[src/hw/rtl/cssc_pkg.sv]
// Shared types, constants and elaboration-time functions for the CORDIC sine/cosine block.
// Used by every module under hw/rtl; depends on nothing else.

package cssc_pkg;

   // Field and datapath widths.
   localparam int AngleWidth   = 32;   // Q5.26 angle
   localparam int ResultWidth  = 18;   // Q1.16 cosine and sine
   localparam int RspDataWidth = 40;   // two results packed, padded to whole bytes
   localparam int XyWidth      = 33;   // x, y and z in Q30 with headroom
   localparam int ResidWidth   = 27;   // reduced angle in Q26, never above pi/2
   localparam int QuoWidth     = 5;    // quotient of |angle| / (pi/2) is at most 20
   localparam int ProdWidth    = 64;   // gain product, Q60

   // pi/2 in Q26, rounded to nearest, and one in Q30.
   localparam int HalfPiQ26 = 105414357;
   localparam logic signed [XyWidth-1:0] OneQ30 = XyWidth'(1) << 30;

   // Saturation limit of the results.
   localparam logic signed [ResultWidth-1:0] OutMax = ResultWidth'(65536);

   // Quadrant codes.
   localparam logic [1:0] QuadFirst  = 2'd0;
   localparam logic [1:0] QuadSecond = 2'd1;
   localparam logic [1:0] QuadThird  = 2'd2;
   localparam logic [1:0] QuadFourth = 2'd3;

   // One stage of the quadrant reduction.
   typedef struct packed {
      logic                  valid;
      logic                  neg;
      logic [AngleWidth-1:0] rem;
      logic [QuoWidth-1:0]   quo;
   } reduce_stage_type;

   // One stage of the rotation chain.
   typedef struct packed {
      logic                      valid;
      logic [1:0]                quad;
      logic [ResidWidth-1:0]     resid;
      logic signed [XyWidth-1:0] x;
      logic signed [XyWidth-1:0] y;
      logic signed [XyWidth-1:0] z;
   } rotate_stage_type;

   // A finished result; cosine sits in the low bits.
   typedef struct packed {
      logic signed [ResultWidth-1:0] sine;
      logic signed [ResultWidth-1:0] cosine;
   } result_type;

   // atan(2^-i) in Q30, rounded to nearest.
   function automatic logic signed [XyWidth-1:0] atan_q30(input int i);
      logic signed [XyWidth-1:0] v;
      case (i)
         0:  v = 33'sd843314857;
         1:  v = 33'sd497837829;
         2:  v = 33'sd263043837;
         3:  v = 33'sd133525159;
         4:  v = 33'sd67021687;
         5:  v = 33'sd33543516;
         6:  v = 33'sd16775851;
         7:  v = 33'sd8388437;
         8:  v = 33'sd4194283;
         9:  v = 33'sd2097149;
         10: v = 33'sd1048576;
         11: v = 33'sd524288;
         12: v = 33'sd262144;
         13: v = 33'sd131072;
         14: v = 33'sd65536;
         15: v = 33'sd32768;
         16: v = 33'sd16384;
         17: v = 33'sd8192;
         18: v = 33'sd4096;
         19: v = 33'sd2048;
         20: v = 33'sd1024;
         21: v = 33'sd512;
         22: v = 33'sd256;
         23: v = 33'sd128;
         default: v = '0;
      endcase
      return v;
   endfunction

   // CORDIC gain in Q30: product of 1/sqrt(1 + 4^-k) over the iterations.
   // The product of (1 + 4^-k) is kept in Q61, then an exact integer
   // inverse square root is found bit by bit. Evaluated at elaboration only.
   function automatic logic [30:0] gain_q30(input int iters);
      logic [63:0]  p;
      logic [63:0]  h;
      logic [63:0]  t;
      logic [127:0] pr;
      p = 64'd1 << 61;
      h = '0;
      for (int k = 0; k < iters; k++) begin
         if (2 * k < 62) begin
            p = p + (p >> (2 * k));
         end
      end
      for (int b = 30; b >= 0; b--) begin
         t  = h | (64'd1 << b);
         pr = {64'd0, t * t} * {64'd0, p};
         if (pr <= (128'd1 << 123)) begin
            h = t;
         end
      end
      return 31'((h + 64'd1) >> 1);
   endfunction

endpackage

[src/hw/rtl/cssc_scale_out.sv]
// Gain scaling, rounding, saturation, quadrant mapping and the output skid buffer.
// Depends on cssc_pkg for the stage and result types and the gain function.

module cssc_scale_out import cssc_pkg::*; #(
   parameter int ITERATIONS = 16
) (
   input  logic                    clock,
   input  logic                    reset,
   input  rotate_stage_type        stage_in,
   output logic                    advance,
   output logic                    rsp_tvalid,
   input  logic                    rsp_tready,
   output logic [RspDataWidth-1:0] rsp_tdata
);

   localparam logic [30:0] Gain = gain_q30(ITERATIONS);

   logic                        mul_valid_ff;
   logic [1:0]                  mul_quad_ff;
   logic signed [ProdWidth-1:0] prod_x_ff;
   logic signed [ProdWidth-1:0] prod_y_ff;
   logic signed [ResultWidth-1:0] cos_base;
   logic signed [ResultWidth-1:0] sin_base;
   result_type                  pipe_res;
   logic                        pipe_fire;
   logic                        out_valid_ff;
   result_type                  out_data_ff;
   logic                        skid_valid_ff;
   result_type                  skid_data_ff;

   // Round half up from Q60 to Q16 and clamp to plus or minus one.
   function automatic logic signed [ResultWidth-1:0] to_q16(input logic signed [ProdWidth-1:0] p);
      logic signed [ProdWidth-1:0] s;
      logic signed [19:0]          r;
      s = p + (ProdWidth'(1) << 43);
      r = s[ProdWidth-1:44];
      if (r > 20'sd65536) begin
         return OutMax;
      end else if (r < -20'sd65536) begin
         return -OutMax;
      end
      return r[ResultWidth-1:0];
   endfunction

   // The whole pipeline moves unless the skid register is holding a result.
   assign advance = !skid_valid_ff;

   // Multiply by the gain; registered before any further arithmetic.
   always_ff @(posedge clock) begin
      if (reset) begin
         mul_valid_ff <= 1'b0;
      end else if (advance) begin
         mul_valid_ff <= stage_in.valid;
      end
   end

   always_ff @(posedge clock) begin
      if (advance) begin
         mul_quad_ff <= stage_in.quad;
         prod_x_ff   <= $signed(stage_in.x) * $signed({1'b0, Gain});
         prod_y_ff   <= $signed(stage_in.y) * $signed({1'b0, Gain});
      end
   end

   assign cos_base = to_q16(prod_x_ff);
   assign sin_base = to_q16(prod_y_ff);

   // Swap or negate to move the first-quadrant result to the right quadrant.
   always_comb begin
      pipe_res.cosine = cos_base;
      pipe_res.sine   = sin_base;
      case (mul_quad_ff)
         QuadSecond: begin
            pipe_res.cosine = -sin_base;
            pipe_res.sine   = cos_base;
         end
         QuadThird: begin
            pipe_res.cosine = -cos_base;
            pipe_res.sine   = -sin_base;
         end
         QuadFourth: begin
            pipe_res.cosine = sin_base;
            pipe_res.sine   = -cos_base;
         end
         default: begin
         end
      endcase
   end

   assign pipe_fire = mul_valid_ff && advance;

   // Output register with a skid register behind it.
   always_ff @(posedge clock) begin
      if (reset) begin
         out_valid_ff  <= 1'b0;
         skid_valid_ff <= 1'b0;
      end else if (!out_valid_ff || rsp_tready) begin
         out_valid_ff  <= skid_valid_ff || pipe_fire;
         skid_valid_ff <= 1'b0;
      end else if (pipe_fire) begin
         skid_valid_ff <= 1'b1;
      end
   end

   always_ff @(posedge clock) begin
      if (!out_valid_ff || rsp_tready) begin
         out_data_ff <= skid_valid_ff ? skid_data_ff : pipe_res;
      end else if (pipe_fire) begin
         skid_data_ff <= pipe_res;
      end
   end

   assign rsp_tvalid = out_valid_ff;
   assign rsp_tdata  = {{(RspDataWidth - 2 * ResultWidth){1'b0}}, out_data_ff};

endmodule

[config.mk]
export PLATFORM = sky130hd
export DESIGN_NAME = cssc_scale_out
export DESIGN_NICKNAME = d
export VERILOG_FILES = /design/src/hw/rtl/cssc_pkg.sv /design/src/hw/rtl/cssc_scale_out.sv
export SDC_FILE = /design/constraint.sdc
export NUM_CORES = 2
export LEC_CHECK = 0
export BUFFER_PORTS_ARGS = -buffer_cell sky130_fd_sc_hd__buf_2
export CAP_MARGIN = 20
export CORE_AREA = 2 2 437 352
export CTS_BUF_LIST = sky130_fd_sc_hd__clkbuf_4 sky130_fd_sc_hd__clkbuf_8
export DETAILED_ROUTE_END_ITERATION = 6
export DIE_AREA = 0 0 439 354
export HOLD_SLACK_MARGIN = 0.1
export PLACE_DENSITY = 0.49
export SLEW_MARGIN = 25
export SYNTH_ARGS = -nofsm -noshare
export SYNTH_HDL_FRONTEND = slang
export SYNTH_SLANG_ARGS = --single-unit
[constraint.sdc]
create_clock -name clock -period 9.1 [get_ports clock]
set_clock_uncertainty 0.2 [all_clocks]
set_input_delay 1.82 -clock clock [delete_from_list [all_inputs] [get_ports clock]]
set_output_delay 1.82 -clock clock [all_outputs]
set_load 0.02 [all_outputs]
== After elaboration in Yosys (flattened, before gate mapping) ==
Cells that the tools add are included.
Storage, ports and cells
  bits in registers: 203
  input bits: 132
  output and inout bits: 42
  logic and storage cells: 43
Cells by class
  add/subtract/negate cells: 4
  multiply operators: 2
  magnitude comparators: 4
  eq/ne operators: 3
  multiplexer cells: 12
  bitwise logic cells: 1
  reduce and logical (&&, ||, !) cells: 7
Operators with widths (number)
  $add A64 B45 Y64 const B: 2
  $mul A33 B30 Y63 const B: 2
  $mux W18: 6
  $pmux W36 S3: 1
  $gt A20 B18 Y1 const B: 2
  $lt A20 B17 Y1 const B: 2
  $mux W36: 1
  $neg A18 Y18: 2
  $eq A2 B2 Y1 const B: 2
  $mux W1: 4
  $eq A2 B1 Y1 const B: 1
  $logic_not A1 Y1: 2
  $logic_or A1 B1 Y1: 2
  $reduce_and A2 Y1: 1
  $reduce_or A2 Y1: 1
  $logic_and A1 B1 Y1: 1
  $not A1 Y1: 1

== Longest topological paths before layout ==
  depth in word-level cells: 8
  mapped depth: 28
  mapped depth without buffers: 27

== Least setup slack after synthesis ==
Ideal clock, no wire load.
  path type: input port to flip-flop
  start point: in stage_in[77] (netlist name)
  end point: reg prod_x_ff[56], data pin
  setup time: 0.162 ns
  arrival time: 8.564 ns
  required time: 8.738 ns
  path slack: 0.174 ns
  stages: 26
  buffers on the path: 1
  cell sequence: ha_1 > clkbuf_1 > xor2_1 > xor2_1 > xnor2_1 > ha_1 > inv_1 > fa_1 > inv_1 > fa_1 > inv_1 > fa_1 > inv_1 > fa_1 > inv_1 > fa_1 > inv_1 > ha_1 > a2111o_1 > a2111oi_0 > a311oi_1 > a211oi_1 > nor2_1 > o31a_1 > or4b_1 > o2111ai_1
Between the ends
  cells in the longest elaborated chain, start to end: 1
RTL lines
  start: declaration: RTL line cssc_scale_out.sv:9  | input rotate_stage_type stage_in,
  $mul A33 B30 Y63: RTL line cssc_scale_out.sv:60  | prod_x_ff <= $signed(stage_in.x) * $signed({1'b0, Gain});
  end signal: assignment: RTL line cssc_scale_out.sv:60
  end: declaration: RTL line cssc_scale_out.sv:20  | logic signed [ProdWidth-1:0] prod_x_ff;
Every way passes these cells.
A chain may end at the register's enable or synchronous reset.

== Worst setup path in the final report ==
  start point: in stage_in[40] (netlist name)
  end point: reg prod_y_ff[45], data pin
Between the ends
  cells in the longest elaborated chain, start to end: 1
RTL lines
  $mul A33 B30 Y63: RTL line cssc_scale_out.sv:61  | prod_y_ff <= $signed(stage_in.y) * $signed({1'b0, Gain});
  end signal: assignment: RTL line cssc_scale_out.sv:61
  end: declaration: RTL line cssc_scale_out.sv:21  | logic signed [ProdWidth-1:0] prod_y_ff;
Every way passes these cells.

==> results.toml <==
[place]
dp_cells = 7282
dp_hpwl_microns = 126000
gp_congestion = 0.914
port_buffers = 109

[floorplan]
die_w_microns = 439
start_util_pct = 29.7
dieArea_sq_mm = 0.155
fp.dieH_microns = 354
fp.coreArea_sq_mm = 0.151
core.rowCount = 128
io_pins = 174

[worst_hold_path]
hp-start = "mul_valid_ff"
hold_path_class = "reg -> reg"
min_to = "mul_valid_ff"
holdPathStages = 2

[outcome]
status = "completed"

[synthesis]
ys_types = 92
synth.ff_latch_count = 119
async_flop_share_pct = 0
yosys.area.top_type = "fa_1"
synth_area_leaders = "fa_1, ha_1, inv_1, edfxtp_1, xor2_1"
synth-edff-count = 116
synth_top_area_share_pct = 38.4
synth_commonest_cells = "inv_1, fa_1, ha_1, xor2_1, a21oi_1"
syn_inst = 4571
syn_area_sq_mm = 0.0450
synth_warnings = 0
ys_seq_area_share_pct = 7.87
ys.flop_type = "edfxtp_1"
synth.avg_cell_area_sq_um = 9.84
yosysMostFrequentCell = "inv_1"

[timing]
hold_viol = 0
period_minus_slack_ns = 8.95
tns_ns = 0
max_clock_freq_mhz = 112
final_max_slew_viol_count = 0
tightest_slew_ns = 0.937
setup_viol = 0
post-route-period-util_pct = 98.3
max_slew_margin_pct = 37.5

[routing]
vias = 33100
viasPerCell = 4.52
drtIter0Drc = 2230
dr.pass1.iters = 5
avgRoutedWirePerCell_microns = 18.8
wirelength_microns = 138000
drtAntennaViolNets = 0
drc_errors = 0

[clock_tree]
cts_tree = "done"
clockBufferDepth = 2
insertion_delay_ns = 0.47
clk_pin_slew_worst_paths_ns = 0.08
root_buffer = "clkbuf_8"
htreeDepth = 4
numCtsBuffers = 17
cts_sinks = 119
ctsHoldBuffers = 0

[global_routing]
grtUsageTotal_pct = 18.0
grt_pass1_vias = 34900
grt_max_degree = 74
grt_overflow_total = 0
antenna_found_initial = 4
grt_pass1_wl_microns = 212000

[critical_path]
r2r_cells = 16
worstSetupEndpointType = "flip-flop"
r2r_start = "prod_y_ff[43]"
crit_path_start_kind = "primary input"
critical_path.top_delay_family = "adder cells"
cp.required_ns = 9.13
rrSetupSlack_ns = 3.09
startpoint = "stage_in[40]"
cp_slowest_cell = "fa_2"
critPathMaxFanout = 7
crit_arrival_ns = 8.98
critical-path-max-stage-delay_ns = 0.67
r2r_end = "rsp_tdata[16]"
path_class = "in -> reg"
worst-path-buf-inv = 8

[cells_and_area]
final_cells = 7316
nNetsFinal = 7037
area_delta_synth_final_pct = 18.9
drive_gt1_share_pct = 17.4
fillers = 15600
final_core_utilization_pct = 35.3

[job]
maxCapViolations = 0
-- cell type report --
cell class / instances / area (sq um) / share of cell area [%]
Multi-Input combinational cell: 3000 / 36300 / 67.8
Timing Repair Buffer: 781 / 5670 / 10.6
Inverter: 1370 / 5140 / 9.62
Sequential cell: 119 / 3540 / 6.62
Tap cell: 2015 / 2520 / 4.71
Clock buffer: 17 / 234 / 0.437
Clock inverter: 13 / 103 / 0.192
Antenna cell: 1 / 2.50 / 0.00468
-- stage by stage --
step                      cell area, sq um  hold WS (ns)  setup WS [ns]
after CTS                            53200         0.325         0.0133
after floorplan                      45000         0.279          0.174
after detailed placement             52800         0.307          -1.02
final                                53500         0.323          0.152
after global routing                 53500         0.354        -0.0356
after global placement               52800         0.303         -0.849
-- routing by layer --
metal	wire length (microns)	vias up	global-route usage (%)
met2	59200	637	26.9
met5	0	-	0
met4	829	0	1.31
met1	70900	16600	28.6
li1	-	15800	-
met3	6990	46	2.08
-- worst min-delay path: cells and delay by family (launching register included) --
family,cells,cell delay [ns]
DFF,1,0.34
muxes,1,0.07
and+or+nand+nor,1,0.07
-- logic make-up (layout without fill, tap and decap cells) --
| family | Yosys count | in the layout | share of synthesized area, % |
|---|---|---|---|
| buf+inv | 1455 | 2181 | 12.3 |
| xor+xnor | 312 | 312 | 6.07 |
| simple gates | 478 | 478 | 5.57 |
| flops | 119 | 119 | 7.87 |
| mux | 31 | 31 | 0.765 |
| other cells | 1 | 5 | 0.00833 |
| fa+ha+maj | 1616 | 1616 | 59.3 |
| compound gates | 559 | 559 | 8.10 |
-- sequential cells by signal, summed over array words and instances (netlist names) --
| register | cells |
|---|---|
| prod_x_ff | 21 |
| prod_y_ff | 21 |
| rsp_tvalid | 1 |
| rsp_tdata | 36 |
| mul_quad_ff | 2 |
| skid_data_ff | 36 |
| mul_valid_ff | 1 |
| skid_valid_ff | 1 |
-- timing repair --
action,in CTS,in global routing
pin swaps,3,12
gates resized for setup,13,56
setup buffers,0,2
endpoints found under the setup margin,17,25
-- cells in the final DEF, fill, tap and decap left out, drive strengths merged, types with 11 or more instances in the layout --
| cell | Yosys | final |
|---|---|---|
| inv | 1369 | 1372 |
| fa | 864 | 864 |
| buf | 28 | 779 |
| ha | 752 | 752 |
| xor2 | 185 | 185 |
| a21oi | 165 | 165 |
| xnor2 | 127 | 127 |
| nand2 | 118 | 118 |
| edfxtp | 116 | 116 |
| o21ai | 113 | 113 |
| nor2 | 85 | 85 |
| a21o | 73 | 73 |
| nand3 | 55 | 55 |
| nor3 | 42 | 42 |
| nand4 | 29 | 29 |
| and3 | 25 | 25 |
| nor4 | 24 | 24 |
| a31oi | 23 | 23 |
| mux2 | 21 | 21 |
| a211oi | 20 | 20 |
| and2 | 19 | 19 |
| clkbuf | 57 | 19 |
| nor2b | 18 | 18 |
| or3 | 17 | 17 |
| o31ai | 15 | 15 |
| o211ai | 15 | 15 |
| a22o | 14 | 14 |
| o21a | 13 | 13 |
| or2 | 11 | 11 |
-- worst max-delay path by stage --
stage / endpoint / cells past startpoint / slack [ns]
2_1_floorplan: prod_x_ff[56] / 26 / 0.17
3_3_place_gp: prod_y_ff[62] / 27 / -0.85
3_5_place_dp: prod_y_ff[62] / 30 / -1.02
4_1_cts: prod_y_ff[52] / 29 / 0.01
5_1_grt: prod_x_ff[56] / 29 / -0.04
6_report: prod_y_ff[45] / 27 / 0.15
Power is not shown: default switching activity piles up to over one toggle a cycle in this logic, so the estimate is an artifact.
