$ cat src/hw/rtl/cssc_pkg.sv
// Shared types, constants and elaboration-time functions for the CORDIC sine/cosine block.
// Used by every module under hw/rtl; depends on nothing else.

package cssc_pkg;

   // Field and datapath widths.
   localparam int AngleWidth   = 32;   // Q5.26 angle
   localparam int ResultWidth  = 18;   // Q1.16 cosine and sine
   localparam int RspDataWidth = 40;   // two results packed, padded to whole bytes
   localparam int XyWidth      = 33;   // x, y and z in Q30 with headroom
   localparam int ResidWidth   = 27;   // reduced angle in Q26, never above pi/2
   localparam int QuoWidth     = 5;    // quotient of |angle| / (pi/2) is at most 20
   localparam int ProdWidth    = 64;   // gain product, Q60

   // pi/2 in Q26, rounded to nearest, and one in Q30.
   localparam int HalfPiQ26 = 105414357;
   localparam logic signed [XyWidth-1:0] OneQ30 = XyWidth'(1) << 30;

   // Saturation limit of the results.
   localparam logic signed [ResultWidth-1:0] OutMax = ResultWidth'(65536);

   // Quadrant codes.
   localparam logic [1:0] QuadFirst  = 2'd0;
   localparam logic [1:0] QuadSecond = 2'd1;
   localparam logic [1:0] QuadThird  = 2'd2;
   localparam logic [1:0] QuadFourth = 2'd3;

   // One stage of the quadrant reduction.
   typedef struct packed {
      logic                  valid;
      logic                  neg;
      logic [AngleWidth-1:0] rem;
      logic [QuoWidth-1:0]   quo;
   } reduce_stage_type;

   // One stage of the rotation chain.
   typedef struct packed {
      logic                      valid;
      logic [1:0]                quad;
      logic [ResidWidth-1:0]     resid;
      logic signed [XyWidth-1:0] x;
      logic signed [XyWidth-1:0] y;
      logic signed [XyWidth-1:0] z;
   } rotate_stage_type;

   // A finished result; cosine sits in the low bits.
   typedef struct packed {
      logic signed [ResultWidth-1:0] sine;
      logic signed [ResultWidth-1:0] cosine;
   } result_type;

   // atan(2^-i) in Q30, rounded to nearest.
   function automatic logic signed [XyWidth-1:0] atan_q30(input int i);
      logic signed [XyWidth-1:0] v;
      case (i)
         0:  v = 33'sd843314857;
         1:  v = 33'sd497837829;
         2:  v = 33'sd263043837;
         3:  v = 33'sd133525159;
         4:  v = 33'sd67021687;
         5:  v = 33'sd33543516;
         6:  v = 33'sd16775851;
         7:  v = 33'sd8388437;
         8:  v = 33'sd4194283;
         9:  v = 33'sd2097149;
         10: v = 33'sd1048576;
         11: v = 33'sd524288;
         12: v = 33'sd262144;
         13: v = 33'sd131072;
         14: v = 33'sd65536;
         15: v = 33'sd32768;
         16: v = 33'sd16384;
         17: v = 33'sd8192;
         18: v = 33'sd4096;
         19: v = 33'sd2048;
         20: v = 33'sd1024;
         21: v = 33'sd512;
         22: v = 33'sd256;
         23: v = 33'sd128;
         default: v = '0;
      endcase
      return v;
   endfunction

   // CORDIC gain in Q30: product of 1/sqrt(1 + 4^-k) over the iterations.
   // The product of (1 + 4^-k) is kept in Q61, then an exact integer
   // inverse square root is found bit by bit. Evaluated at elaboration only.
   function automatic logic [30:0] gain_q30(input int iters);
      logic [63:0]  p;
      logic [63:0]  h;
      logic [63:0]  t;
      logic [127:0] pr;
      p = 64'd1 << 61;
      h = '0;
      for (int k = 0; k < iters; k++) begin
         if (2 * k < 62) begin
            p = p + (p >> (2 * k));
         end
      end
      for (int b = 30; b >= 0; b--) begin
         t  = h | (64'd1 << b);
         pr = {64'd0, t * t} * {64'd0, p};
         if (pr <= (128'd1 << 123)) begin
            h = t;
         end
      end
      return 31'((h + 64'd1) >> 1);
   endfunction

endpackage

$ cat src/hw/rtl/cssc_reduce_cell.sv
// One compare-and-subtract cell of the quadrant reduction chain.
// Depends on cssc_pkg for the stage type and the pi/2 constant.

module cssc_reduce_cell import cssc_pkg::*; #(
   parameter int SHIFT = 0
) (
   input  logic             clock,
   input  logic             reset,
   input  logic             advance,
   input  reduce_stage_type stage_in,
   output reduce_stage_type stage_out
);

   // pi/2 weighted by this cell's quotient bit.
   localparam logic [AngleWidth-1:0] Divisor = AngleWidth'(HalfPiQ26 * (2 ** SHIFT));

   reduce_stage_type stage_in_q;
   reduce_stage_type stage_ff;

   // Take the divisor off the remainder when it fits and set the quotient bit.
   always_comb begin
      stage_in_q = stage_in;
      if (stage_in.rem >= Divisor) begin
         stage_in_q.rem       = stage_in.rem - Divisor;
         stage_in_q.quo[SHIFT] = 1'b1;
      end
   end

   // Only the valid bit needs a reset.
   always_ff @(posedge clock) begin
      if (reset) begin
         stage_ff.valid <= 1'b0;
      end else if (advance) begin
         stage_ff <= stage_in_q;
      end
   end

   assign stage_out = stage_ff;

endmodule

$ cat config.mk
export PLATFORM = sky130hd
export DESIGN_NAME = cssc_reduce_cell
export DESIGN_NICKNAME = d
export VERILOG_FILES = /design/src/hw/rtl/cssc_pkg.sv /design/src/hw/rtl/cssc_reduce_cell.sv
export SDC_FILE = /design/constraint.sdc
export NUM_CORES = 1
export LEC_CHECK = 0
export BUFFER_PORTS_ARGS = -buffer_cell sky130_fd_sc_hd__buf_2
export CAP_MARGIN = 40
export CORE_MARGIN = 4
export CORE_UTILIZATION = 41
export DETAILED_ROUTE_END_ITERATION = 10
export PLACE_DENSITY = 0.68
export SYNTH_ARGS = -nofsm -noshare
export SYNTH_HDL_FRONTEND = slang
export SYNTH_SLANG_ARGS = --single-unit
export TNS_END_PERCENT = 10
$ cat constraint.sdc
create_clock -name clock -period 6.6 [get_ports clock]
set_input_delay 0.33 -clock clock [delete_from_list [all_inputs] [get_ports clock]]
set_output_delay 0.33 -clock clock [all_outputs]
set_load 0.02 [all_outputs]
[After elaboration in Yosys (flattened, before gate mapping)]
Index checks and enable logic that the tools add are counted.
Storage, ports and cells
  bits in registers: 39
  input bits: 42
  output and inout port bits: 39
  word-level logic and storage cells: 10
Operators by class
  add/subtract/negate cells: 1
  magnitude comparators: 1
  muxes and demuxes: 1
  bitwise logic cells: 1
  reduce and logical (&&, ||, !) cells: 1
Operators with widths (number)
  greater-or-equal comparator 32 x 27 -> 1 bit (second input constant): 1
  two-way mux 32 bit: 1
  subtractor 32 x 27 -> 32 bit (second input constant): 1
  AND reduction 2 bit: 1
  NOT 1 bit: 1

[Logic depth before layout (Yosys ltp)]
Gate-level depths: netlist of the first run.
  depth in word-level cells: 2
  depth in mapped cells: 9
  depth with buffers taken out: 8

[Least setup slack after synthesis of the first run]
OpenSTA, ideal clock, no wires.
  kind: input to register
  start point: input port reset
  end point: register stage_ff (netlist bit stage_out[0]) (enable)
  library setup time: 0.438 ns
  arrival: 2.047 ns
  data required time: 6.162 ns
  path slack: 4.115 ns
  stages on the path: 1
  path buffers: 0
  path through: nor2b_1
Between the ends
  word-level cells in the longest chain between the ends: 2
Ends and longest elaborated chain
  start: declaration: line cssc_reduce_cell.sv:8  | input logic reset,
  NOT 1 bit (no line)
  AND reduction 2 bit (no line)
  end signal: assignment: line cssc_reduce_cell.sv:34  | stage_ff <= stage_in_q;
  end: declaration: line cssc_reduce_cell.sv:18  | reduce_stage_type stage_ff;
Every way passes these cells.
A chain may end at the register's enable or synchronous reset.

==> results_dict.tcl, run 1 <==
set metrics [dict create \
    syn_inst 182 \
    drt_pass1_iterations 4 \
    place.gp.congestion 0.8488 \
    rows 26 \
    maxCapViolCount 0 \
    routed_wl_um 4731 \
    ys_warn_count 0 \
    synth_top_area_share_pct 53.05 \
    fin_ws_ns 4.387 \
    pre_cts_slack_ns 4.084 \
    ff2ff_setup_slack_ns 6.02 \
    regToRegStartpoint "stage_out[38]" \
    cts_tree "yes" \
    grt.overflow.total 0 \
    path_class "in -> reg" \
    cts_buffers 5 \
    synth-async-reset-ratio_pct 0 \
    io_pins 81 \
    cp.required_ns 6.62 \
    hold_buffers 0 \
    internal_power_mw 0.4911 \
    via_count 1675 \
    reg2reg_to "stage_out[38]" \
    vias_per_cell 4.985 \
    synth_edf_count 38 \
    port_buffers 80 \
    synth.distinct_cells 49 \
    cp_max_fo 18 \
    critPathTopFamily "compound AO/OA/AOI/OAI gates" \
    rsz0062_at_grt "false" \
    crit_path_start_kind "primary input" \
    synth_area_per_cell_um2 11.82 \
    skew_ns 0 \
    die_x_um 80.43 \
    pwr-share-clk_pct 36.4 \
    cts.repair.resized 0 \
    clkLatencyLatePin_ns 0.29 \
    synth_area_leaders "edfxtp_1 53%, xor2_1 7.3%, xnor2_1 4.5%, nor2_1 3.0%, nand2_1 2.3%" \
    worst_ir_drop_vdd_v 0.0001097 \
    die-area_um2 6469 \
    largest_register_ffs 39 \
    cts_max_path_buffers 2 \
    initial_utilization_pct 42.11 \
    period_share_pct 33.54 \
    cpMaxStageDelayCell "a2111oi_0" \
    status "complete, no violations" \
    hpwl_um 3638 \
    cp_slowest_stage_delay_ns 0.40 \
    worstSetupStartpoint "stage_in[5]" \
    post_cts.repair.setup_buffers 0 \
    synth_commonest_cells "38 x edfxtp_1, 18 x xor2_1, 17 x nor2_1" \
    drc 0 \
    placed_area_um2 2653 \
    p_comb_share_pct 17.8 \
    coreArea_um2 5107 \
    antenna_cells 0 \
    grt_max_degree 24 \
    endpoint_kind "flop" \
    synthMostInstantiatedCell "edfxtp_1" \
    ys_ff_latch 39 \
    synth_largest_area_cell "edfxtp_1" \
    fin_area_um2 2785 \
    power_leakage_nw 1.150 \
    synth_flop_cell "edfxtp_1" \
    hold_class "in -> reg" \
    dieHeight_um 80.43 \
    relSlewSlack_pct 58.95 \
    maxSlewViolCount 0 \
    grtUsageTotal_pct 15.34 \
    setup_violations 0 \
    final_hold_viol_count 0 \
    root_buffer "clkbuf_8" \
    layout_min_cycle_time_ns 2.213 \
    ant_nets 0 \
    powerDensity_nw_per_um2 234.3 \
    swShare_pct 24.76 \
    fmax_mhz 451.8 \
    netlist_area_um2 2151 \
    crit_arrival_ns 2.23 \
    fillers 470 \
    power.switching_mw 0.1616 \
    holdPathEnd "stage_out[1]" \
    grt_pass1_wl_um 7486 \
    clkSlewWorstSetupHoldPaths_ns 0.07 \
    cts_max_level 2 \
    seq_area_frac_synth_pct 53.98 \
    final_layout_size_suffix_gt1_share_pct 37.97 \
    seqPwrFrac_pct 45.9 \
    ff2ff_path_depth 2 \
    worstMarginPinSlew_ns 0.6102 \
    hold_start "stage_in[1]" \
    drt_iter0_drc 65 \
    wl_per_cell_um 14.08 \
    setup_tns_ns 0 \
    syn_to_final_growth_pct 29.49 \
    antenna_found_initial 0 \
    grt_pass1_vias 1560 \
    syn_nets 226 \
    cts_num_sinks 39 \
    worstHoldPathCells 1 \
    crit_chain "buf_2 -> inv_1 -> ha_1 -> nor2b_1 -> o31ai_1 -> a211oi_2 -> nor4_4 -> buf_8 -> a2111oi_0 -> xor2_1" \
    crit_buf_inv 3 \
    layout.nets 309 \
]
==> area by class of cell <==
cell class | instances | area [µm²] | share of cell area (%)
multi-input combinational | 131 | 938.4 | 33.69
timing repair buffer | 82 | 442.9 | 15.90
tap | 70 | 87.58 | 3.145
sequential | 39 | 1161 | 41.69
clock buffer | 6 | 72.57 | 2.606
clock inverter | 2 | 60.06 | 2.156
inverter | 6 | 22.52 | 0.8086
==> worst max path at each step <==
stage                    endpoint  slack (ns)  cells past startpoint
global route        stage_out[29]        4.19                     10
global placement    stage_out[29]        3.76                      9
detailed placement  stage_out[36]        4.08                     10
floorplan            stage_out[0]        4.12                      1
CTS                 stage_out[29]        4.37                     10
finish              stage_out[29]        4.39                     10
==> placed cells by master, fill, tap and decap left out, drive strengths merged, types with 2 or more instances in the layout <==
| cell type | count |
|---|---|
| buf | 82 |
| edfxtp | 38 |
| xor2 | 18 |
| nor2 | 17 |
| nand2 | 13 |
| xnor2 | 11 |
| nor3 | 7 |
| inv | 6 |
| a21oi | 6 |
| clkbuf | 6 |
| o21ai | 5 |
| nand3 | 4 |
| nor4 | 4 |
| a2111oi | 4 |
| or3 | 4 |
| nor2b | 3 |
| o31ai | 3 |
| and2 | 2 |
| nand2b | 2 |
| o211ai | 2 |
| and3 | 2 |
| o21a | 2 |
| mux2i | 2 |
| nor3b | 2 |
| ha | 2 |
| bufinv | 2 |
| a211oi | 2 |
==> power groups by stage <==
stage               Sequential (mW)  Clock, mW  Combinational, mW
floorplan                     0.332          0             0.0430
global placement              0.305          0              0.113
detailed placement            0.305          0              0.117
CTS                           0.300      0.238              0.117
global route                  0.301      0.256              0.127
finish                        0.299      0.237              0.116
==> logic make-up after synthesis <==
group                      after synthesis  share of synthesized area, %
and+or+nand+nor                         65                         17.10
buffers and inverters                   12                         2.734
muxes                                    3                         1.454
xor gates and xnor gates                29                         11.81
AOI/OAI and AO/OA                       32                         11.75
DFF                                     39                         53.98
adders and majority gates                2                         1.163
==> worst reg2reg max path, cell delays in order, from the launching register on <==
cell	delay [ns]
dfxtp_1	0.31
mux2i_1	0.12
nor2_1	0.05
==> routing by layer <==
layer	GRT usage, %	vias to the layer above	share of wire, %
met4	5.574	0	1.6
met5	0	-	0
met3	4.372	7	8.6
met2	24.34	69	47
li1	-	839	-
met1	19.89	760	43
==> stage by stage <==
step                utilization (%)  total power [mW]  hold slack [ns]  cells
floorplan                         -            0.3749           0.4024    182
global placement              51.10            0.4182           0.4719    326
detailed placement            51.94            0.4218           0.4919    328
CTS                           54.53            0.6555           0.2103    336
global route                  54.53            0.6848           0.1889    336
finish                        54.53            0.6527           0.2136    336
(Power assumes the default switching activity.)
==> run 2, diff against run 1 <==
ABC_AREA = 1   (was unset)
PLACE_DENSITY = 0.66   (was 0.68)
clock period = 1.85 ns   (was 6.6 ns; I/O delays follow)
==> results_dict.tcl, run 2 <==
set metrics [dict create \
    status "complete, no violations" \
    crit_top_cell "nand2_1" \
    synth_edf_count 38 \
    fillers 760 \
    vias_per_cell 4.749 \
    hold_start "stage_in[38]" \
    rows 31 \
    via_count 3172 \
    synthMostInstantiatedCell "nand2_1" \
    dieHeight_um 94.56 \
    seq_area_frac_synth_pct 37.80 \
    grt_pass1_vias 2844 \
    coreArea_um2 7253 \
    wl_per_cell_um 12.43 \
    initial_utilization_pct 42.35 \
    crit_arrival_ns 1.67 \
    die_x_um 94.56 \
    cp.required_ns 2.02 \
    place.gp.congestion 0.9196 \
    clkSlewWorstSetupHoldPaths_ns 0.08 \
    skew_ns 0 \
    grt.overflow.total 0 \
    worst_ir_drop_vdd_v 0.0003895 \
    crit_path_start_kind "primary input" \
    cts.repair.resized 0 \
    final_common_cell "nand2_1" \
    root_buffer "clkbuf_8" \
    layout_min_cycle_time_ns 1.498 \
    drt_pass1_iterations 4 \
    endpoint_kind "flop" \
    antenna_cells 0 \
    drt_iter0_drc 140 \
    synthAdderAreaFrac_pct 0.8147 \
    io_pins 81 \
    antenna_found_initial 0 \
    ant_nets 0 \
    cts_buffers 5 \
    fin_util_pct 51.92 \
    holdPathEnd "stage_out[38]" \
    maxCapViolCount 0 \
    synth_compound_area_share_pct 2.688 \
    hpwl_um 6582 \
    routed_wl_um 8303 \
    post_cts.repair.setup_buffers 0 \
    synth_flop_cell "edfxtp_1" \
    cpMaxStageDelayCell "ha_1" \
    multiInputGateArea_um2 1632 \
    maxSlewViolCount 0 \
    synth_largest_area_cell "edfxtp_1" \
    regToRegStartpoint "stage_out[38]" \
    layout.nets 612 \
    syn_inst 476 \
    cp_max_fo 10 \
    ff_latch_area_um2 1161 \
    cts_tree "yes" \
    synth-async-reset-ratio_pct 0 \
    total_power_mw 2.348 \
    synth_area_leaders "edfxtp_1 37%, nand2_1 28%, nand3_1 6.4%, nor2_1 6.1%, inv_1 6.0%" \
    synth_commonest_cells "226 x nand2_1, 50 x nor2_1, 49 x inv_1" \
    worstHoldPathCells 3 \
    relSlewSlack_pct 67.22 \
    synth.distinct_cells 27 \
    grtUsageTotal_pct 19.02 \
    reg2reg_to "stage_out[38]" \
    drc 0 \
    clkLatencyLatePin_ns 0.29 \
    setup_tns_ns 0 \
    syn_to_final_growth_pct 22.61 \
    ys_warn_count 0 \
    ys_ff_latch 39 \
    cts_num_sinks 39 \
    hold_buffers 6 \
    final_cell_mix "226 x nand2_1, 80 x buf_2, 49 x inv_1, 49 x nor2_1, 39 x nand3_1" \
    power_leakage_nw 1.976 \
    powerDensity_nw_per_um2 623.5 \
    synthMuxAreaShare_pct 0 \
    path_class "in -> reg" \
    period_share_pct 80.97 \
    setup_violations 0 \
    final_layout_size_suffix_gt1_share_pct 21.97 \
    synth_top_family_by_area "simple AND/OR/NAND/NOR gates" \
    crit_chain "buf_2 -> inv_1 -> ha_1 -> o21ai_2 -> nand2_2 -> nand2_1 -> nand2_1 -> nand3_2 -> nand2_1 -> nand2_2 -> buf_4 -> nand2_1 -> nand2_1" \
    grt_pass1_wl_um 13330 \
    port_buffers 80 \
    synth_top_area_share_pct 37.15 \
    final_hold_viol_count 0 \
    cts_max_path_buffers 2 \
    holdWs_ns 0.05198 \
    cp_slowest_stage_delay_ns 0.24 \
    fmax_mhz 667.6 \
    grt_max_degree 39 \
    hold_class "in -> reg" \
    rsz0062_at_grt "false" \
    synth-xor-area-share_pct 3.992 \
    worstMarginPinSlew_ns 0.4917 \
    largest_register_ffs 39 \
    synth-simple-area-share_pct 45.38 \
    synth_area_per_cell_um2 6.453 \
    die-area_um2 8941 \
    ff2ff_path_depth 2 \
    netlist_area_um2 3072 \
    ff2ff_setup_slack_ns 1.27 \
    syn_nets 520 \
    cts_max_level 2 \
]
## run 2: cells by family after synthesis
family	after synthesis
AOI/OAI and AO/OA	13
xor gates and xnor gates	14
adders and majority gates	2
buffers and inverters	68
DFF	39
and+or+nand+nor	340
## run 2: critical path, delay by kind of cell
family                   cells  cell delay [ns]
adder cells (fa/ha/maj)      1             0.24
buffers and inverters        3             0.38
AO/OA/AOI/OAI                1             0.21
AND/OR/NAND/NOR              8             0.74
## run 2: power by group
| part | total [mW] | switching (mW) | internal (mW) |
|---|---|---|---|
| clock | 0.712 | 0.317 | 0.395 |
| sequential | 1.07 | 0.0144 | 1.05 |
| combinational | 0.568 | 0.376 | 0.192 |
## run 2: area by class of cell
type                       count  area share [%]
timing repair buffer          94           13.82
multi-input combinational    369           43.32
tap                           99           3.289
sequential                    39           30.83
clock inverter                 3           1.030
clock buffer                   5           1.827
inverter                      59           5.880
## run 2: layer usage
metal	vias up	part of all wire, %	GRT usage [%]
li1	1656	-	-
met1	1421	47	26.75
met2	85	45	30.67
met3	10	5.5	2.072
met4	0	1.7	6.010
met5	-	0	0
## run 2: worst max path at each step
stage                startpoint       endpoint  slack, ns  cells past startpoint
floorplan               advance   stage_out[0]       0.32                      2
global placement    stage_in[5]  stage_out[27]       0.12                     13
detailed placement  stage_in[5]   stage_out[6]       0.04                     12
CTS                 stage_in[5]   stage_out[5]       0.34                     12
global route        stage_in[5]  stage_out[16]       0.20                     12
finish              stage_in[5]  stage_out[10]       0.35                     13
## run 2: metrics by stage
| stage | setup slack [ns] | cell area, µm² | std cells |
|---|---|---|---|
| after floorplan | 0.3221 | 3074 | 476 |
| after global placement | 0.1154 | 3598 | 654 |
| after detailed placement | 0.03686 | 3598 | 654 |
| after CTS | 0.3376 | 3766 | 668 |
| after global routing | 0.1963 | 3766 | 668 |
| final | 0.3521 | 3766 | 668 |
