`src/hw/rtl/cssc_pkg.sv`:
```
// Shared types, constants and elaboration-time functions for the CORDIC sine/cosine block.
// Used by every module under hw/rtl; depends on nothing else.

package cssc_pkg;

   // Field and datapath widths.
   localparam int AngleWidth   = 32;   // Q5.26 angle
   localparam int ResultWidth  = 18;   // Q1.16 cosine and sine
   localparam int RspDataWidth = 40;   // two results packed, padded to whole bytes
   localparam int XyWidth      = 33;   // x, y and z in Q30 with headroom
   localparam int ResidWidth   = 27;   // reduced angle in Q26, never above pi/2
   localparam int QuoWidth     = 5;    // quotient of |angle| / (pi/2) is at most 20
   localparam int ProdWidth    = 64;   // gain product, Q60

   // pi/2 in Q26, rounded to nearest, and one in Q30.
   localparam int HalfPiQ26 = 105414357;
   localparam logic signed [XyWidth-1:0] OneQ30 = XyWidth'(1) << 30;

   // Saturation limit of the results.
   localparam logic signed [ResultWidth-1:0] OutMax = ResultWidth'(65536);

   // Quadrant codes.
   localparam logic [1:0] QuadFirst  = 2'd0;
   localparam logic [1:0] QuadSecond = 2'd1;
   localparam logic [1:0] QuadThird  = 2'd2;
   localparam logic [1:0] QuadFourth = 2'd3;

   // One stage of the quadrant reduction.
   typedef struct packed {
      logic                  valid;
      logic                  neg;
      logic [AngleWidth-1:0] rem;
      logic [QuoWidth-1:0]   quo;
   } reduce_stage_type;

   // One stage of the rotation chain.
   typedef struct packed {
      logic                      valid;
      logic [1:0]                quad;
      logic [ResidWidth-1:0]     resid;
      logic signed [XyWidth-1:0] x;
      logic signed [XyWidth-1:0] y;
      logic signed [XyWidth-1:0] z;
   } rotate_stage_type;

   // A finished result; cosine sits in the low bits.
   typedef struct packed {
      logic signed [ResultWidth-1:0] sine;
      logic signed [ResultWidth-1:0] cosine;
   } result_type;

   // atan(2^-i) in Q30, rounded to nearest.
   function automatic logic signed [XyWidth-1:0] atan_q30(input int i);
      logic signed [XyWidth-1:0] v;
      case (i)
         0:  v = 33'sd843314857;
         1:  v = 33'sd497837829;
         2:  v = 33'sd263043837;
         3:  v = 33'sd133525159;
         4:  v = 33'sd67021687;
         5:  v = 33'sd33543516;
         6:  v = 33'sd16775851;
         7:  v = 33'sd8388437;
         8:  v = 33'sd4194283;
         9:  v = 33'sd2097149;
         10: v = 33'sd1048576;
         11: v = 33'sd524288;
         12: v = 33'sd262144;
         13: v = 33'sd131072;
         14: v = 33'sd65536;
         15: v = 33'sd32768;
         16: v = 33'sd16384;
         17: v = 33'sd8192;
         18: v = 33'sd4096;
         19: v = 33'sd2048;
         20: v = 33'sd1024;
         21: v = 33'sd512;
         22: v = 33'sd256;
         23: v = 33'sd128;
         default: v = '0;
      endcase
      return v;
   endfunction

   // CORDIC gain in Q30: product of 1/sqrt(1 + 4^-k) over the iterations.
   // The product of (1 + 4^-k) is kept in Q61, then an exact integer
   // inverse square root is found bit by bit. Evaluated at elaboration only.
   function automatic logic [30:0] gain_q30(input int iters);
      logic [63:0]  p;
      logic [63:0]  h;
      logic [63:0]  t;
      logic [127:0] pr;
      p = 64'd1 << 61;
      h = '0;
      for (int k = 0; k < iters; k++) begin
         if (2 * k < 62) begin
            p = p + (p >> (2 * k));
         end
      end
      for (int b = 30; b >= 0; b--) begin
         t  = h | (64'd1 << b);
         pr = {64'd0, t * t} * {64'd0, p};
         if (pr <= (128'd1 << 123)) begin
            h = t;
         end
      end
      return 31'((h + 64'd1) >> 1);
   endfunction

endpackage

```
`src/hw/rtl/cssc_rotate_cell.sv`:
```
// One micro-rotation cell of the CORDIC chain, with its own stage register.
// Depends on cssc_pkg for the stage type and the arctangent table.

module cssc_rotate_cell import cssc_pkg::*; #(
   parameter int SHIFT = 1
) (
   input  logic             clock,
   input  logic             reset,
   input  logic             advance,
   input  rotate_stage_type stage_in,
   output rotate_stage_type stage_out
);

   localparam logic signed [XyWidth-1:0] AtanStep = atan_q30(SHIFT);

   logic                      dir_up;
   logic signed [XyWidth-1:0] x_shift;
   logic signed [XyWidth-1:0] y_shift;
   rotate_stage_type          stage_in_r;
   rotate_stage_type          stage_ff;

   // Rotate towards the residual: compare it, in Q30, against the angle so far.
   assign dir_up  = $signed({2'b00, stage_in.resid, 4'b0000}) >= $signed(stage_in.z);
   assign x_shift = $signed(stage_in.x) >>> SHIFT;
   assign y_shift = $signed(stage_in.y) >>> SHIFT;

   always_comb begin
      stage_in_r = stage_in;
      if (dir_up) begin
         stage_in_r.x = $signed(stage_in.x) - y_shift;
         stage_in_r.y = $signed(stage_in.y) + x_shift;
         stage_in_r.z = $signed(stage_in.z) + AtanStep;
      end else begin
         stage_in_r.x = $signed(stage_in.x) + y_shift;
         stage_in_r.y = $signed(stage_in.y) - x_shift;
         stage_in_r.z = $signed(stage_in.z) - AtanStep;
      end
   end

   always_ff @(posedge clock) begin
      if (reset) begin
         stage_ff.valid <= 1'b0;
      end else if (advance) begin
         stage_ff <= stage_in_r;
      end
   end

   assign stage_out = stage_ff;

endmodule

```
`config.mk`:
```
export PLATFORM = sky130hd
export DESIGN_NAME = cssc_rotate_cell
export DESIGN_NICKNAME = d
export VERILOG_FILES = /design/src/hw/rtl/cssc_pkg.sv /design/src/hw/rtl/cssc_rotate_cell.sv
export SDC_FILE = /design/constraint.sdc
export NUM_CORES = 1
export LEC_CHECK = 0
export ABC_AREA = 1
export BUFFER_PORTS_ARGS = -buffer_cell sky130_fd_sc_hd__buf_2
export CAP_MARGIN = 5
export CORE_UTILIZATION = 57
export DETAILED_ROUTE_END_ITERATION = 10
export PLACE_DENSITY_LB_ADDON = 0.3
export SLEW_MARGIN = 20
export SYNTH_ARGS = -nofsm -noshare
export SYNTH_HDL_FRONTEND = slang
export SYNTH_SLANG_ARGS = --single-unit
```
`constraint.sdc`:
```
create_clock -name clock -period 12.2 [get_ports clock]
set_input_delay 3.66 -clock clock [delete_from_list [all_inputs] [get_ports clock]]
set_output_delay 3.66 -clock clock [all_outputs]
set_load 0.01 [all_outputs]
```
Yosys cells after proc, flatten, opt, wreduce, memory -nomap -nowiden
Cells that the tools add are included.

Word-level logic and storage cells: 16. Output and inout port bits: 129. Input port bits: 132. Register bits after elaboration: 129.

Order comparisons: 1. Muxes and demuxes: 1. Bitwise operators: 1. Add/subtract/negate cells: 6. Reduce and logical (&&, ||, !) cells: 1.

Operators by type and width (count): two-way mux 99 bit (1); adder 33 x 32 -> 33 bit (2); subtractor 33 x 32 -> 33 bit (2); adder 33 x 30 -> 33 bit, second input constant (1); greater-or-equal comparator 32 x 33 -> 1 bit (1); subtractor 33 x 30 -> 33 bit, second input constant (1); AND reduction 2 bit (1); NOT 1 bit (1).

Longest topological paths before layout
Gate-level depths: netlist of run 1.

Depth in word-level cells: 2. Depth in mapped cells: 27. Mapped depth without buffers: 27.

Least setup slack after synthesis of run 1
No wires, ideal clock.

Kind: input port to flip-flop. From: in advance. To: reg stage_ff, in the netlist stage_out[0] (enable). Setup slack: 2.496 ns. Arrival time: 9.083 ns. Path buffers: 0. Data required time: 11.579 ns. Stages on the path: 2. Library setup time: 0.621 ns. Cell sequence: inv_1 nor2_1.

Cells in the longest elaborated chain, start to end: 1.

Ends and longest elaborated chain: start: declaration (RTL line cssc_rotate_cell.sv:9) `input logic advance,`; AND reduction 2 bit (no source line); end signal: assignment (RTL line cssc_rotate_cell.sv:44) `stage_ff <= stage_in_r;`; end: declaration (RTL line cssc_rotate_cell.sv:20) `rotate_stage_type stage_ff;`.

Every way passes these cells. A chain may end at the register's enable or synchronous reset.

==> results of run 1 <==
[synth_stat cells, types with 2 or more instances]
cell	count	area share (%)
sky130_fd_sc_hd__a211oi_1	2	0.12
sky130_fd_sc_hd__a21boi_0	12	0.75
sky130_fd_sc_hd__a21o_1	21	1.3
sky130_fd_sc_hd__a21oi_1	128	5.3
sky130_fd_sc_hd__a21oi_2	10	0.73
sky130_fd_sc_hd__a31oi_1	6	0.31
sky130_fd_sc_hd__and2_1	2	0.10
sky130_fd_sc_hd__buf_6	4	0.38
sky130_fd_sc_hd__clkbuf_1	2	0.063
sky130_fd_sc_hd__edfxtp_1	128	32
sky130_fd_sc_hd__fa_1	3	0.50
sky130_fd_sc_hd__ha_1	124	13
sky130_fd_sc_hd__inv_1	232	7.3
sky130_fd_sc_hd__inv_2	2	0.063
sky130_fd_sc_hd__nand2_1	280	8.8
sky130_fd_sc_hd__nand2_2	3	0.16
sky130_fd_sc_hd__nand3_1	80	3.3
sky130_fd_sc_hd__nand3b_1	2	0.12
sky130_fd_sc_hd__nand4_1	25	1.3
sky130_fd_sc_hd__nor2_1	176	5.5
sky130_fd_sc_hd__nor2_2	14	0.73
sky130_fd_sc_hd__nor2_4	2	0.19
sky130_fd_sc_hd__nor3_1	34	1.4
sky130_fd_sc_hd__nor4_1	10	0.52
sky130_fd_sc_hd__o21a_1	5	0.31
sky130_fd_sc_hd__o21ai_0	60	2.5
sky130_fd_sc_hd__o21ai_1	4	0.17
sky130_fd_sc_hd__o21ai_2	6	0.44
sky130_fd_sc_hd__o21bai_1	16	1.0
sky130_fd_sc_hd__o221a_2	3	0.28
sky130_fd_sc_hd__or2_1	2	0.10
sky130_fd_sc_hd__xnor2_1	46	3.4
sky130_fd_sc_hd__xor2_1	94	6.9
[stage by stage]
| stage | setup slack [ps] | util (%) |
|---|---|---|
| after CTS | 4380 | 69.7 |
| after detailed placement | 3940 | 66.6 |
| after global routing | 4010 | 69.7 |
| final | 4370 | 69.7 |
| after floorplan | 2500 | - |
| after global placement | 3980 | 66.6 |
[metal layers]
metal / share of wire (%) / track usage [%]
met2: 51 / 61.7
met5: 0.030 / 0
met1: 40 / 39.0
met3: 5.4 / 4.57
met4: 2.8 / 12.6
[layout by cell type (no fill, tap or decap), types with 60 or more instances in the layout]
cell type,synthesis,routed
sky130_fd_sc_hd__edfxtp_1,128,128
sky130_fd_sc_hd__inv_1,232,232
sky130_fd_sc_hd__nand3_1,80,80
sky130_fd_sc_hd__ha_1,124,124
sky130_fd_sc_hd__buf_2,0,260
sky130_fd_sc_hd__nand2_1,280,280
sky130_fd_sc_hd__o21ai_0,60,60
sky130_fd_sc_hd__xor2_1,94,94
sky130_fd_sc_hd__a21oi_1,128,128
sky130_fd_sc_hd__nor2_1,176,175
[layout make-up]
| type | count | area share (%) |
|---|---|---|
| Clock buffer | 18 | 3.02 |
| Clock inverter | 14 | 1.42 |
| Inverter | 235 | 6.21 |
| Multi-Input combinational cell | 1178 | 50.5 |
| Sequential cell | 129 | 27.1 |
| Tap cell | 270 | 2.37 |
| Timing Repair Buffer | 263 | 9.30 |
[worst paths after layout]
kind                                startpoint              to  slack (ps)  cells past startpoint
worst max-delay path              stage_in[14]   stage_out[98]        4370                     21
worst min-delay path            stage_out[128]  stage_out[128]         460                      2
worst max register to register  stage_out[128]  stage_out[128]       11640                      2
worst min register to register  stage_out[128]  stage_out[128]         460                      2
[where the power goes]
part,internal [mW],switching [mW]
combinational,0.253,0.434
clock,0.346,0.221
sequential,0.575,0.0151
total,1.17,0.670
[critical path: cells and delay by family]
kind,cells,cell delay [ps]
AOI/OAI and AO/OA,2,480
xor gates and xnor gates,1,180
adders and majority gates,2,660
buffers and inverters,3,700
and+or+nand+nor,13,2300
[logic make-up after synthesis]
| group | synth area share [%] |
|---|---|
| compound gates | 13.5 |
| xor+xnor | 10.2 |
| fa+ha+maj | 13.4 |
| buf+inv | 7.99 |
| flops | 32.2 |
| simple gates | 22.7 |
==> reports/summary.md, run 1 <==
* **run status** finished clean
* **Critical Setup Path Class** input port to flip-flop
* **Fin. Hold Viols** 0
* **drt via density** 5.53
* **RSZ-0062 raised after global routing** false
* **hold buffers post-CTS** 0
* **total I/O pin count** 261
* **average wire per standard cell** 17.1 um
* **area used by sequential logic in the layout** 0.00386 sq mm
* **vias in the first global route** 11,500
* **Clock Tree Buf Depth** 2
* **number of synthesized flops with an enable pin** 128
* **initial antenna violation count** 1
* **most used flip-flop cell after synthesis** sky130_fd_sc_hd__edfxtp_1
* **normalized max-slew margin** 31.8%
* **slowest cell on the critical path** sky130_fd_sc_hd__nor4_1
* **cells after synthesis** 1,550
* **Power Density** 130 mW/mm^2
* **Mapped Nets** 1,809
* **number of max-cap violations** 0
* **global-route wire length before repair** 56,800 um
* **share of the clock period used by the worst path after layout** 64.2%
* **Worst-Margin Slew** 1020 ps
* **async set-or-reset flop fraction in the synthesized netlist** 0%
* **Tmin final** 7830 ps
* **detailed-router iteration count before antenna repair** 7
* **Die Area** 0.0217 sq mm
* **number of warnings issued by yosys** 0
* **number of nets at the end of the flow** 2,083
* **Clk Tree Root Cell** sky130_fd_sc_hd__clkbuf_16
* **total gr overflow** 0
* **Final Instance Area** 0.0142 sq mm
* **CP required** 12,390 ps
* **number of flip-flops in the largest register** 129
* **HPWL after DPL** 29,400 um
* **post-synthesis cell type count** 45
* **htree depth** 4
* **Layout fillers** 1,714
* **final weighted congestion in routability-driven placement** 1.01
* **footprint of the multi-input gates** 0.00719 sq mm
* **worst ir drop on vdd** 0.118 mV
* **maximum achievable frequency** 128 MHz
* **layout cells sized above 1** 18.6%
* **sum of routed wire length over all layers** 36,100 um
* **final hold slack** 464 ps
* **cell occurring most often along the worst timing path** sky130_fd_sc_hd__nand2_1
* **worst stage delay on the critical path** 780 ps
* **category of the worst setup path launch point** input port
* **total cell area at the placement stage** 0.0136 sq mm
* **type of the worst min-delay path** flip-flop to flip-flop
* **Final TNS setup** 0 ps
* **clock-pin slew on the worst setup and hold paths** 60 ps
* **synthesized flop and latch total** 129
* **DRC violation count after routing** 0
* **number of nets still failing antenna checks after routing** 0
* **starting density of the core** 58.8%
* **Core Footprint** 0.0204 sq mm
* **count of placed standard cells including taps** 2,075
* **type of destination of the critical path** flip-flop
* **Pins Over Slew Limit** 0
* **total power draw** 1.84 mW
* **sequential cell area fraction in the yosys report** 32.2%
* **post-layout instance count excluding filler cells** 2,107
* **cell area after synthesis** 0.0120 sq mm
* **total number of clock tree sinks** 129
* **area added between synthesis and finish** 18.5%
* **largest fanout on the critical path** 43
* **number of design-rule violations left by the first detailed-router iteration** 752
* **Die H** 147 um
* **Post-CTS Setup Bufs** 0
* **number of buffers added by the clock tree synthesis step** 17
* **die width** 147 um
* **Setup Viol. Count Final** 0
* **row count** 52
* **count of input and output buffers** 260
* **Mean Syn Cell Area** 7.75 sq um
* **pin count of the biggest net entering global routing** 78
* **Clk Latency, worst-skew pair** 430 ps
* **worst endpoint data arrival time** 8020 ps
* **CP Cell Sequence** buf_2 -> inv_1 -> ha_1 -> nand2_1 -> nand2_1 -> nand2_1 -> nand2_1 -> a21oi_1 -> nand2_1 -> nand2_2 -> nand3_4 -> inv_4 -> nand2_1 -> xor2_1 -> ha_1 -> nand2_1 -> nor4_1 -> nand3_1 -> o21ai_0 -> nand3b_1 -> nand2_1
* **n_diodes** 0
* **leakage component of the power** 6.92 nW
* **via count** 11,700
* **Global Route Usage Sum** 33.4%
* **worst setup skew after layout** 0 ps
* **TritonCTS clock tree** built
* **total of cells resized after clock tree synthesis** 0
Power figures use the tool's default switching activity.
==> inputs of run 2 (changes only) <==
ABC_AREA = 0   (was 1)
CORE_UTILIZATION = 50   (was 57)
clock period = 6.63 ns   (was 12.2 ns; I/O delays follow)
==> run 2 against run 1 <==
Flip-flop and latch count did not move. Power rose by 79%. Non-clock buffer count grew 94. Combinational power up 75%. First-iteration DRC count decreased by 30%. Wire length shrank 22%. Core utilization shrank 3.2 points. Cell count shrank 18%. Largest cell class unchanged. Largest power group unchanged.
==> reports/summary.md, run 2 <==
* **run status** finished clean
* **Critical Setup Path Class** input port to flip-flop
* **Layout fillers** 1,659, -3.2%
* **RSZ-0062 raised after global routing** false
* **Pins Over Slew Limit** 0, unchanged
* **most numerous cell in the Yosys netlist** sky130_fd_sc_hd__edfxtp_1
* **synthesized flop and latch total** 129, unchanged
* **Worst Slack Setup Final** 348 ps, -4020 ps
* **maximum achievable frequency** 159 MHz
* **proportion of total power due to net switching** 32.0%, -4.3 points
* **row count** 52, unchanged
* **sum of routed wire length over all layers** 28,300 um, -22%
* **type of destination of the critical path** flip-flop
* **number of flip-flops in the largest register** 129, unchanged
* **drt via density** 5.56, +0.52%
* **number of synthesized flops with an enable pin** 128, unchanged
* **clock group share of total power** 30.9%, about the same
* **normalized max-slew margin** 37.3%, +5.5 points
* **sequential cell area fraction in the yosys report** 36.5%, +4.3 points
* **via count** 9,549, -18%
* **worst endpoint data arrival time** 6450 ps, -1570 ps
* **type of the worst min-delay path** flip-flop to flip-flop
* **switching power of the nets** 1.06 mW, +58%
* **Die H** 148 um, +0.27%
* **Mapped Nets** 1,328, -27%
* **most used flip-flop cell after synthesis** sky130_fd_sc_hd__edfxtp_1
* **portion of synthesized cell area occupied by the leading cell type** 36.3%, +4.3 points
* **cell area after synthesis** 0.0106 sq mm, -12%
* **most common cell after layout, fill and taps aside** sky130_fd_sc_hd__buf_2
* **starting density of the core** 51.7%, -7.1 points
* **total I/O pin count** 261, unchanged
* **most numerous cell types in the synthesized netlist** sky130_fd_sc_hd__edfxtp_1 (128), sky130_fd_sc_hd__ha_1 (124), sky130_fd_sc_hd__a21oi_1 (110)
* **DRC violation count after routing** 0, unchanged
* **cell depth of the worst flop-to-flop path** 2, unchanged
* **Post-CTS Setup Bufs** 0, unchanged
* **portion of total power attributed to sequential cells** 32.7%, +0.7 points
* **average wire per standard cell** 16.5 um, -3.8%
* **async set-or-reset flop fraction in the synthesized netlist** 0%, unchanged
* **footprint of the multi-input gates** 0.00646 sq mm, -10%
* **vias in the first global route** 9,310, -19%
* **Global Route Usage Sum** 26.1%, -7.4 points
* **area used by sequential logic in the layout** 0.00386 sq mm, unchanged
* **total number of clock tree sinks** 129, unchanged
* **share of the clock period used by the worst path after layout** 94.8%
* **Mean Syn Cell Area** 9.91 sq um, +28%
* **category of the worst setup path launch point** input port
* **count of input and output buffers** 260, unchanged
* **Final Instance Area** 0.0136 sq mm, -4.3%
* **met3 track utilization from global routing** 4.38%, -0.18 points
* **final hold slack** 553 ps, +88.6 ps
* **initial antenna violation count** 2, +1
* **Core Footprint** 0.0205 sq mm, +0.32%
* **global routing usage on met1** 33.4%, -5.6 points
* **busiest layer in global routing** met2
* **minimum setup slack after placement** -83.2 ps, -4020 ps
* **global-route wire length before repair** 45,100 um, -21%
* **worst setup skew after layout** 0 ps, unchanged
* **Tmin final** 6280 ps
* **largest area contributor in the netlist** sky130_fd_sc_hd__edfxtp_1
* **number of nets still failing antenna checks after routing** 0, unchanged
* **Cells on Worst Hold Path** 2, unchanged
* **area added between synthesis and finish** 28.6%
* **detailed-router iteration count before antenna repair** 5, -2
* **CP required** 6790 ps, -5600 ps
* **leakage component of the power** 6.14 nW, -11%
* **internal power contribution** 2.24 mW, +91%
* **Die Area** 0.0218 sq mm, +0.54%
* **number of max-cap violations** 0, unchanged
* **Clk Latency, worst-skew pair** 420 ps, about the same
* **Comb pwr share** 36.4%, -0.8 points
* **pin count of the biggest net entering global routing** 52, -33%
* **final weighted congestion in routability-driven placement** 0.890, -12%
* **total gr overflow** 0, unchanged
* **die width** 148 um, +0.27%
* **total cell area at the placement stage** 0.0130 sq mm, -4.7%
* **htree depth** 4, unchanged
* **HPWL after DPL** 22,400 um, -24%
* **Setup Viol. Count Final** 0, unchanged
* **met2 GRT Util** 45.2%, -17 points
* **number of design-rule violations left by the first detailed-router iteration** 524, -30%
* **highest-count cells in the layout ignoring fill and taps** sky130_fd_sc_hd__buf_2 (260), sky130_fd_sc_hd__edfxtp_1 (128), sky130_fd_sc_hd__ha_1 (124), sky130_fd_sc_hd__a21oi_1 (109), sky130_fd_sc_hd__buf_4 (94)
* **number of warnings issued by yosys** 0, unchanged
* **Fin. Hold Viols** 0, unchanged
* **layout cells sized above 1** 29.0%, +10 points
* **TritonCTS clock tree** built
* **clock-pin slew on the worst setup and hold paths** 60 ps, about the same
* **largest fanout on the critical path** 9, -79%
* **post-synthesis cell type count** 74, +64%
* **Worst-Margin Slew** 938 ps, -83.9 ps
* **top cells by area, synth** sky130_fd_sc_hd__edfxtp_1 (36%), sky130_fd_sc_hd__ha_1 (15%), sky130_fd_sc_hd__xnor2_1 (7.1%)
* **cells after synthesis** 1,069, -31%
* **worst ir drop on vdd** 0.149 mV, +26%
* **Clk Tree Root Cell** sky130_fd_sc_hd__clkbuf_16
* **Power Density** 242 mW/mm^2, +87%
* **Clock Tree Buf Depth** 2, unchanged
* **number of buffers added by the clock tree synthesis step** 17, unchanged
* **number of nets at the end of the flow** 1,693, -19%
-- run 2: cell count changes after synthesis, sizes merged, moves of 36 or more --
cell | before | now
nor2 | 192 | 71
inv | 235 | 67
xnor2 | 46 | 86
nand2 | 283 | 52
xor2 | 94 | 58
nand3 | 81 | 20
-- run 2: per-stage QoR --
step | power (mW) | utilization [%] | TNS [ps] | cells
floorplan | 1.85 | - | 0 | 1069
global placement | 2.26 | 63.3 | 0 | 1685
detailed placement | 2.27 | 63.3 | -124 | 1685
CTS | 3.31 | 66.3 | 0 | 1717
global route | 3.47 | 66.5 | 0 | 1718
finish | 3.30 | 66.5 | 0 | 1718
-- run 2: cells by family after synthesis --
group / synth area share (%)
AO/OA/AOI/OAI: 20.5
XOR/XNOR: 11.9
adder cells (fa/ha/maj): 15.2
buffers and inverters: 2.82
flip-flops: 36.5
multiplexers: 0.579
AND/OR/NAND/NOR: 12.5
-- run 2: repair_timing --
item,4_1_cts,5_1_grt
gates resized for setup,0,3
hold buffers,0,0
setup endpoints to repair,0,2
-- run 2: power by group through the flow --
stage / combinational, mW / clock (mW) / sequential (mW)
detailed placement: 1.18 / 0 / 1.10
global placement: 1.16 / 0 / 1.09
finish: 1.20 / 1.02 / 1.08
CTS: 1.19 / 1.04 / 1.08
global route: 1.32 / 1.06 / 1.09
floorplan: 0.699 / 0 / 1.15
-- run 2: routing by layer --
layer  vias up  share of wire [%]
li1       4745                  -
met1      4429                 43
met2       328                 48
met3        47                6.3
met4         0                1.9
met5         -                  0
-- run 2: critical path, cell delays in order --
cell	delay [ps]
sky130_fd_sc_hd__buf_2	100
sky130_fd_sc_hd__inv_1	50
sky130_fd_sc_hd__ha_1	310
sky130_fd_sc_hd__a21o_1	190
sky130_fd_sc_hd__a21o_1	200
sky130_fd_sc_hd__a211o_1	270
sky130_fd_sc_hd__o221ai_1	180
sky130_fd_sc_hd__a21oi_1	120
sky130_fd_sc_hd__buf_4	170
sky130_fd_sc_hd__nor2_4	130
sky130_fd_sc_hd__buf_12	140
sky130_fd_sc_hd__buf_4	150
sky130_fd_sc_hd__o21ai_0	120
sky130_fd_sc_hd__xor2_1	180
sky130_fd_sc_hd__ha_1	350
sky130_fd_sc_hd__a21oi_1	230
sky130_fd_sc_hd__nand2_1	110
sky130_fd_sc_hd__o2111ai_1	280
sky130_fd_sc_hd__a21o_1	180
sky130_fd_sc_hd__o211ai_1	130
sky130_fd_sc_hd__o21a_1	250
sky130_fd_sc_hd__a21oi_2	170
sky130_fd_sc_hd__nor4b_1	70
sky130_fd_sc_hd__or3_1	370
-- run 2: cell type report --
cell class	count	share of cell area [%]
sequential	129	28.4
clock buffer	18	3.15
inverter	67	1.85
clock inverter	14	1.49
multi-input combinational	862	47.5
timing repair buffer	357	15.2
tap	270	2.48
antenna	1	0.0184
-- run 2: worst paths after layout --
| check | from | to | slack [ps] |
|---|---|---|---|
| setup / recovery | stage_in[18] | stage_out[96] | 350 |
| hold / removal | stage_out[128] | stage_out[128] | 550 |
| setup reg to reg | stage_out[128] | stage_out[128] | 6020 |
| hold reg to reg | stage_out[128] | stage_out[128] | 550 |
